### src/hdl/sorted_key_table_macros.svh
// ----------------------------------------------------------------------------
// sorted_key_table_macros
// Assertion macros shared by the sorted key table RTL.
// ----------------------------------------------------------------------------
`ifndef SORTED_KEY_TABLE_MACROS_SVH
`define SORTED_KEY_TABLE_MACROS_SVH

// Same-cycle implication, clocked on clk, off during reset
`define SKT_ASSERT_IMPL(label, ante, cons) \
	label: assert property (@(posedge clk) disable iff (!arst_n) (ante) |-> (cons)) \
		else $error("sorted_key_table: assertion failed");

// Next-cycle implication, clocked on clk, off during reset
`define SKT_ASSERT_NEXT(label, ante, cons) \
	label: assert property (@(posedge clk) disable iff (!arst_n) (ante) |=> (cons)) \
		else $error("sorted_key_table: assertion failed");

`endif

### src/hdl/skt_pkg.sv
// ----------------------------------------------------------------------------
// skt_pkg
// Types and codes for the sorted key table.
// ----------------------------------------------------------------------------
package skt_pkg;

	// default table depth
	localparam int SKT_CAPACITY = 8;

	// operation codes
	localparam logic [1:0] KIND_INSERT = 2'd0;
	localparam logic [1:0] KIND_SEARCH = 2'd1;
	localparam logic [1:0] KIND_REMOVE = 2'd2;

	// status codes
	localparam logic [1:0] ST_OK   = 2'd0;
	localparam logic [1:0] ST_FULL = 2'd1;
	localparam logic [1:0] ST_MISS = 2'd2;

	// command broadcast to every cell
	typedef struct packed {
		logic               ins;
		logic               rm;
		logic signed [31:0] key;
		logic        [31:0] tag;
		logic        [2:0]  position;
	} skt_cmd_t;

	// search result handed along the chain
	typedef struct packed {
		logic        hit;
		logic [2:0]  position;
		logic [31:0] tag;
	} skt_hit_t;

endpackage

### src/hdl/skt_in_if.sv
// ----------------------------------------------------------------------------
// skt_in_if
// Request channel: valid/ready handshake with one table operation.
// ----------------------------------------------------------------------------
interface skt_in_if;
	logic               valid;
	logic               ready;
	logic        [1:0]  kind;
	logic signed [31:0] key;
	logic        [31:0] tag;
	logic        [2:0]  position;

	modport source (output valid, kind, key, tag, position, input ready);
	modport sink   (input valid, kind, key, tag, position, output ready);
endinterface

### src/hdl/skt_out_if.sv
// ----------------------------------------------------------------------------
// skt_out_if
// Response channel: valid/ready handshake with one operation result.
// ----------------------------------------------------------------------------
interface skt_out_if;
	logic        valid;
	logic        ready;
	logic [1:0]  status;
	logic        found;
	logic [2:0]  found_position;
	logic [31:0] found_tag;
	logic [3:0]  occupancy;

	modport source (output valid, status, found, found_position, found_tag, occupancy,
		input ready);
	modport sink   (input valid, status, found, found_position, found_tag, occupancy,
		output ready);
endinterface

### src/hdl/sorted_key_table.sv
// Response: a result is registered in the cycle after its request is accepted.
// Throughput: one operation per cycle unless rsp stalls; every cell compares in parallel and
//   shifts one place in the same cycle, the search hit ripples down the chain.
// Reset: arst_n clears the entry count and the response valid; slot contents
//   are not cleared and are only read below the count.
// ----------------------------------------------------------------------------
// sorted_key_table
// Fixed-capacity table of (key, tag) entries in ascending signed key order,
// built as a chain of slot cells with insert, search and remove.
// ----------------------------------------------------------------------------
`include "sorted_key_table_macros.svh"

module sorted_key_table import skt_pkg::*; #(
	parameter int CAPACITY = SKT_CAPACITY
) (
	input  logic       clk,
	input  logic       arst_n,
	skt_in_if.sink     req,
	skt_out_if.source  rsp
);

	localparam int CW = $clog2(CAPACITY + 1);

	logic [CW-1:0]      count_q;
	logic [CW-1:0]      count_next;
	logic               accept;
	logic               full;
	logic               pos_ok;
	skt_cmd_t           cmd;

	logic [CAPACITY-1:0] cell_valid;
	logic [CAPACITY-1:0] cell_le;
	logic [CAPACITY-1:0] left_le;
	logic signed [31:0]  cell_key  [CAPACITY];
	logic        [31:0]  cell_tag  [CAPACITY];
	logic signed [31:0]  left_key  [CAPACITY];
	logic        [31:0]  left_tag  [CAPACITY];
	logic signed [31:0]  right_key [CAPACITY];
	logic        [31:0]  right_tag [CAPACITY];
	skt_hit_t            hit_chain [CAPACITY+1];

	logic               rsp_valid_q;
	logic [1:0]         status_q;
	logic               found_q;
	logic [2:0]         found_position_q;
	logic [31:0]        found_tag_q;
	logic [3:0]         occupancy_q;
	logic [1:0]         status_d;
	logic               found_d;

	// handshake: a new request enters while the response slot drains
	assign req.ready = !rsp_valid_q || rsp.ready;
	assign accept    = req.valid && req.ready;

	assign full   = (count_q == CW'(CAPACITY));
	assign pos_ok = (32'(req.position) < 32'(count_q));

	// command broadcast to the cells
	always_comb begin
		cmd.ins      = accept && (req.kind == KIND_INSERT) && !full;
		cmd.rm       = accept && (req.kind == KIND_REMOVE) && pos_ok;
		cmd.key      = req.key;
		cmd.tag      = req.tag;
		cmd.position = req.position;
	end

	// cell chain
	assign hit_chain[0] = '0;

	for (genvar g = 0; g < CAPACITY; g++) begin : g_cell
		assign cell_valid[g] = (count_q > CW'(g));

		if (g == 0) begin : g_first
			assign left_le[g]  = 1'b1;
			assign left_key[g] = cell_key[g];
			assign left_tag[g] = cell_tag[g];
		end else begin : g_mid
			assign left_le[g]  = cell_le[g-1];
			assign left_key[g] = cell_key[g-1];
			assign left_tag[g] = cell_tag[g-1];
		end

		if (g == CAPACITY - 1) begin : g_last
			assign right_key[g] = cell_key[g];
			assign right_tag[g] = cell_tag[g];
		end else begin : g_inner
			assign right_key[g] = cell_key[g+1];
			assign right_tag[g] = cell_tag[g+1];
		end

		skt_cell #(
			.INDEX (g)
		) u_cell (
			.clk       (clk),
			.cmd       (cmd),
			.valid     (cell_valid[g]),
			.le_left   (left_le[g]),
			.key_left  (left_key[g]),
			.tag_left  (left_tag[g]),
			.key_right (right_key[g]),
			.tag_right (right_tag[g]),
			.hit_in    (hit_chain[g]),
			.le        (cell_le[g]),
			.key       (cell_key[g]),
			.tag       (cell_tag[g]),
			.hit_out   (hit_chain[g+1])
		);
	end

	// entry count after this operation
	always_comb begin
		count_next = count_q;
		if (cmd.ins) begin
			count_next = count_q + 1'b1;
		end else if (cmd.rm) begin
			count_next = count_q - 1'b1;
		end
	end

	always_ff @(posedge clk or negedge arst_n) begin
		if (!arst_n) begin
			count_q <= '0;
		end else begin
			count_q <= count_next;
		end
	end

	// result status and found flag
	always_comb begin
		status_d = ST_MISS;
		found_d  = 1'b0;
		unique case (req.kind)
			KIND_INSERT: status_d = full ? ST_FULL : ST_OK;
			KIND_SEARCH: begin
				found_d  = hit_chain[CAPACITY].hit;
				status_d = found_d ? ST_OK : ST_MISS;
			end
			KIND_REMOVE: status_d = pos_ok ? ST_OK : ST_MISS;
			default:     status_d = ST_MISS;
		endcase
	end

	// response register
	always_ff @(posedge clk or negedge arst_n) begin
		if (!arst_n) begin
			rsp_valid_q <= 1'b0;
		end else if (accept) begin
			rsp_valid_q <= 1'b1;
		end else if (rsp.ready) begin
			rsp_valid_q <= 1'b0;
		end
	end

	always_ff @(posedge clk) begin
		if (accept) begin
			status_q         <= status_d;
			found_q          <= found_d;
			found_position_q <= found_d ? hit_chain[CAPACITY].position : 3'd0;
			found_tag_q      <= found_d ? hit_chain[CAPACITY].tag : 32'd0;
			occupancy_q      <= 4'(count_next);
		end
	end

	assign rsp.valid          = rsp_valid_q;
	assign rsp.status         = status_q;
	assign rsp.found          = found_q;
	assign rsp.found_position = found_position_q;
	assign rsp.found_tag      = found_tag_q;
	assign rsp.occupancy      = occupancy_q;

	// checks
	`SKT_ASSERT_IMPL(a_count_bound, 1'b1, 32'(count_q) <= CAPACITY)
	`SKT_ASSERT_NEXT(a_full_holds, accept && (req.kind == KIND_INSERT) && full, (status_q == ST_FULL) && $stable(count_q))
	`SKT_ASSERT_NEXT(a_remove_dec, cmd.rm, count_q == $past(count_q) - 1'b1)
	`SKT_ASSERT_IMPL(a_found_ok, rsp_valid_q && found_q, status_q == ST_OK)

endmodule

### src/hdl/skt_cell.sv
// ----------------------------------------------------------------------------
// skt_cell
// One table slot: holds a key and tag, compares against the broadcast key,
// and takes its neighbor's entry when the table shifts.
// ----------------------------------------------------------------------------
module skt_cell import skt_pkg::*; #(
	parameter int INDEX = 0
) (
	input  logic               clk,
	input  skt_cmd_t           cmd,
	input  logic               valid,
	input  logic               le_left,
	input  logic signed [31:0] key_left,
	input  logic        [31:0] tag_left,
	input  logic signed [31:0] key_right,
	input  logic        [31:0] tag_right,
	input  skt_hit_t           hit_in,
	output logic               le,
	output logic signed [31:0] key,
	output logic        [31:0] tag,
	output skt_hit_t           hit_out
);

	logic signed [31:0] key_q;
	logic        [31:0] tag_q;
	logic               ins_here;
	logic               shift_up;
	logic               shift_down;
	logic               match;

	// ordering and equality against the broadcast key
	assign le    = valid && (key_q <= cmd.key);
	assign match = valid && (key_q == cmd.key);

	// first slot that is empty or whose key is above the new key takes it; later slots move up
	assign ins_here   = cmd.ins && !le && le_left;
	assign shift_up   = cmd.ins && !le && !le_left;
	assign shift_down = cmd.rm && (INDEX >= int'(cmd.position));

	// slot update; insert and remove never coincide, idle slots hold
	always_ff @(posedge clk) begin
		if (ins_here) begin
			key_q <= cmd.key;
			tag_q <= cmd.tag;
		end else if (shift_up) begin
			key_q <= key_left;
			tag_q <= tag_left;
		end else if (shift_down) begin
			key_q <= key_right;
			tag_q <= tag_right;
		end
	end

	// first match wins: an earlier hit passes through
	always_comb begin
		hit_out = hit_in;
		if (!hit_in.hit && match) begin
			hit_out.hit      = 1'b1;
			hit_out.position = 3'(INDEX);
			hit_out.tag      = tag_q;
		end
	end

	assign key = key_q;
	assign tag = tag_q;

endmodule

### src/flat_wrapper.sv
// flat-port wrapper written by rule: the top's interface ports become plain ports
module sorted_key_table_flat import skt_pkg::*;
#(
	parameter int CAPACITY = SKT_CAPACITY
)
  (clk, arst_n, req_valid, req_kind, req_key, req_tag, req_position, req_ready, rsp_valid, rsp_status, rsp_found, rsp_found_position, rsp_found_tag, rsp_occupancy, rsp_ready);
  skt_in_if req_i ();
  skt_out_if rsp_i ();
  input  logic clk;
  input  logic arst_n;
  input wire logic [$bits(req_i.valid)-1:0] req_valid;
  input wire logic [$bits(req_i.kind)-1:0] req_kind;
  input wire logic [$bits(req_i.key)-1:0] req_key;
  input wire logic [$bits(req_i.tag)-1:0] req_tag;
  input wire logic [$bits(req_i.position)-1:0] req_position;
  output wire logic [$bits(req_i.ready)-1:0] req_ready;
  output wire logic [$bits(rsp_i.valid)-1:0] rsp_valid;
  output wire logic [$bits(rsp_i.status)-1:0] rsp_status;
  output wire logic [$bits(rsp_i.found)-1:0] rsp_found;
  output wire logic [$bits(rsp_i.found_position)-1:0] rsp_found_position;
  output wire logic [$bits(rsp_i.found_tag)-1:0] rsp_found_tag;
  output wire logic [$bits(rsp_i.occupancy)-1:0] rsp_occupancy;
  input wire logic [$bits(rsp_i.ready)-1:0] rsp_ready;
  assign req_i.valid = req_valid;
  assign req_i.kind = req_kind;
  assign req_i.key = req_key;
  assign req_i.tag = req_tag;
  assign req_i.position = req_position;
  assign req_ready = req_i.ready;
  assign rsp_valid = rsp_i.valid;
  assign rsp_status = rsp_i.status;
  assign rsp_found = rsp_i.found;
  assign rsp_found_position = rsp_i.found_position;
  assign rsp_found_tag = rsp_i.found_tag;
  assign rsp_occupancy = rsp_i.occupancy;
  assign rsp_i.ready = rsp_ready;
  sorted_key_table #(.CAPACITY(CAPACITY)) u_core (.clk(clk), .arst_n(arst_n), .req(req_i), .rsp(rsp_i));
endmodule
### config.mk
export PLATFORM = sky130hd
export DESIGN_NAME = sorted_key_table_flat
export DESIGN_NICKNAME = d
export VERILOG_FILES = /design/src/hdl/skt_pkg.sv /design/src/hdl/skt_in_if.sv /design/src/hdl/skt_out_if.sv /design/src/hdl/sorted_key_table.sv /design/src/hdl/skt_cell.sv /design/src/flat_wrapper.sv
export VERILOG_INCLUDE_DIRS = /design/src /design/src/hdl
export SDC_FILE = /design/constraint.sdc
export NUM_CORES = 1
export LEC_CHECK = 0
export BUFFER_PORTS_ARGS = -buffer_cell sky130_fd_sc_hd__buf_2
export CAP_MARGIN = 20
export CORE_MARGIN = 8
export CORE_UTILIZATION = 55
export DETAILED_ROUTE_END_ITERATION = 8
export PLACE_DENSITY = 0.71
export REMOVE_ABC_BUFFERS = 1
export SETUP_SLACK_MARGIN = 0.15
export SKIP_LAST_GASP = 1
export SYNTH_ARGS = -nofsm -noshare
export SYNTH_HDL_FRONTEND = slang
export SYNTH_HIERARCHICAL = 1
export SYNTH_SLANG_ARGS = --single-unit
### constraint.sdc
create_clock -name clk -period 5.8 [get_ports clk]
set_input_delay 0.29 -clock clk [delete_from_list [all_inputs] [get_ports clk]]
set_output_delay 0.29 -clock clk [all_outputs]
set_load 0.01 [all_outputs]
==> flow_metrics.py <==
metrics = {
    "drt": {
        "firstDrtPassIters": 5,
        "wl_um": 112000,
        "drtIter0Drc": 2050,
        "wl_per_cell_um": 26.0,
        "avgViaCountPerCell": 6.17,
        "via_count": 26500,
        "drc": 0,
        "ant_nets": 0,
    },
    "final_layout": {
        "n_fill_cell": 5857,
        "drive_gt1_share_pct": 48.8,
        "syn_to_final_growth_pct": 9.70,
        "final_cells": 4292,
        "fin_nets": 3601,
    },
    "timing": {
        "hold_viol": 0,
        "finClkSkew_ns": 0.0248,
        "max_freq_ghz": 0.193,
        "min_period_ns": 5.17,
        "period_share_pct": 89.2,
        "tightest_slew_ns": 1.08,
        "grt_setup_unrepaired": "no",
        "drv_slew": 0,
        "setup_viol": 0,
        "holdWs_ns": 0.0694,
        "maxSlewHeadroom_pct": 27.7,
        "layout_setup_ws_ns": 0.627,
    },
    "grt": {
        "use_met1_pct": 33.7,
        "antenna_found_initial": 7,
        "gr-total-overflow": 0,
        "grt_max_degree": 65,
        "top_usage_layer": "met2",
        "grt_use_met3_pct": 3.62,
        "grt_use_total_pct": 25.6,
        "grt_pass1_vias": 28000,
        "grt_pass1_wl_um": 171000,
        "grt_util_met2_pct": 43.3,
    },
    "clocking": {
        "root_buffer": "clkbuf_16",
        "clk_path_buf_depth": 3,
        "cts_sinks": 559,
        "path_clk_slew_ns": 0.06,
        "cts_tree": "built",
        "clock_latency_ns": 0.61,
        "cts_setup_buffers": 0,
        "cts_htree_levels": 3,
        "numCtsBuffers": 68,
        "post_cts_resized": 0,
    },
    "pwr": {
        "intPower_w": 0.0102,
        "irDropWorstVdd_v": 0.000245,
        "power_density_nw_per_um2": 325,
        "pwr-share-clk_pct": 28.8,
        "sw_frac_of_total_pct": 31.3,
        "p_seq_share_pct": 36.4,
        "pwr-share-comb_pct": 34.8,
        "power.leakage_nw": 18.3,
        "power_switching_w": 0.00466,
    },
    "floorplanning": {
        "rows": 101,
        "top_level_ports": 117,
        "start_util_pct": 55.2,
        "die_w_um": 291,
        "fp.dieArea_um2": 84900,
        "die_h_um": 291,
        "core-area_um2": 75600,
    },
    "critical_path": {
        "crit_path_end_kind": "flip-flop",
        "cpPeakStageDelay_ns": 0.86,
        "crit_type": "flip-flop to flip-flop",
        "crit_required_ns": 6.15,
        "worst-path-buf-inv": 3,
        "cp_max_fo": 25,
        "start_kind": "flip-flop",
        "arrival_ns": 5.52,
        "cp_top_family": "simple AND/OR/NAND/NOR gates",
        "cp_common_cell": "nand2b_1",
        "crit_chain": "inv_1 -> ha_1 -> nand2_1 -> inv_1 -> nor2_1 -> nand3_1 -> nand2b_1 -> nand2b_1 -> nand2b_1 -> nand2b_1 -> nand2b_1 -> nand2b_1 -> nand2b_1 -> nor2_4 -> buf_4 -> mux2_2 -> and2_1",
        "slowest_stage": "nor2_4",
    },
    "place": {
        "port_buffers": 116,
        "post-place-ws_ns": 0.660,
        "dp_hpwl_um": 72300,
        "dp.cells": 4172,
        "place_congestion": 0.880,
    },
    "yosys": {
        "syn-cell-area_um2": 41700,
        "syn_avg_cell_area_um2": 13.3,
        "yosysWarnings": 6,
        "synthCells": 3130,
    },
    "outcome": {
        "outcome": "finished, final reports clean",
    },
    "flow_run": {
        "maxCapViolCount": 0,
    },
    "hold_path": {
        "hold_path.class": "primary input to async pin",
    },
}
-- power by group through the flow --
stage                     logic [W]  clock network, W  registers [W]
after floorplan             0.00418                 0        0.00538
after detailed placement    0.00510                 0        0.00549
after CTS                   0.00512           0.00436        0.00542
final                       0.00519           0.00429        0.00542
after global routing        0.00546           0.00450        0.00547
after global placement      0.00496                 0        0.00547
-- area by class of cell --
type,instances,area (µm²),share of cell area [%]
Multi-Input combinational cell,2183,23300,51.0
Sequential cell,559,16800,36.6
Clock buffer,82,1820,3.97
Timing Repair Buffer,175,1230,2.68
Tap cell,978,1220,2.67
Inverter,279,1050,2.29
Clock inverter,33,354,0.774
Antenna cell,3,7.51,0.0164
-- layer usage --
layer / wire [µm] / up-vias / part of all wire [%]
li1: - / 12000 / -
met1: 48100 / 13400 / 43
met2: 54000 / 842 / 48
met3: 6300 / 207 / 5.6
met4: 3280 / 8 / 2.9
met5: 53 / - / 0.047
-- cells in the final DEF (no fill, tap or decap), types with 9 or more instances in the layout --
master       n
mux2_2     877
edfxtp_1   554
mux2_4     403
inv_1      278
ha_1       262
a21oi_1    130
buf_2      117
clkbuf_16   71
nand4_1     59
nand2_1     51
nand3_1     41
buf_4       40
conb_1      38
and2_1      35
nor2b_1     30
o21ai_0     28
nor3_1      19
o211ai_1    17
a21o_1      17
buf_12      16
clkinv_1    15
nor2_1      15
or2_2       12
clkbuf_1    11
nand2b_1    11
o211a_1     10
a21boi_0     9
and3_1       9
-- what timing repair did --
action | in CTS | in global routing
endpoints found under the setup margin | 0 | 0
hold buffers | 2 | 0
hold endpoints to repair | 6 | 0
-- worst reg2reg max path: cells and delay by family, from the launching register on --
family | cells | cell delay (ns)
adders and majority gates | 1 | 0.34
buffers and inverters | 3 | 0.77
DFF | 1 | 0.53
muxes | 1 | 0.37
and+or+nand+nor | 12 | 2.92
-- through the flow --
stage               setup TNS (ns)  util (%)  power [W]  cell area (µm²)
global placement                 0      57.7     0.0104            43600
CTS                              0      60.6     0.0149            45800
detailed placement               0      57.7     0.0106            43600
floorplan                  -682.89         -    0.00957            40900
global route                     0      60.6     0.0154            45800
finish                           0      60.6     0.0149            45800
-- sequential cells by signal, summed over array words and instances (netlist names) --
signal	cells
u_core/rsp.found	1
u_core/rsp.occupancy	4
u_core/count_q	4
u_core/rsp.valid	1
u_core/g_cell.u_cell/tag	256
u_core/rsp.found_position	3
u_core/g_cell.u_cell/key	256
u_core/rsp.found_tag	32
u_core/rsp.status	2
-- path summary, 6_finish.rpt --
check / start / end / cells past startpoint / slack [ns]
worst max-delay path: u_core/count_q[0] / u_core/rsp.found_tag[7] / 17 / 0.63
worst min-delay path: arst_n / u_core/rsp.valid / 2 / 0.07
worst max register to register: u_core/count_q[0] / u_core/rsp.found_tag[7] / 17 / 0.63
worst min register to register: u_core/g_cell[4].u_cell/tag[24] / u_core/g_cell[3].u_cell/tag[24] / 1 / 0.60
max in group asynchronous: arst_n / u_core/count_q[0] / 2 / 5.54
min in group clk: req_kind[1] / u_core/count_q[0] / 3 / 0.09
Note: power is estimated with default switching activity, not from simulation.
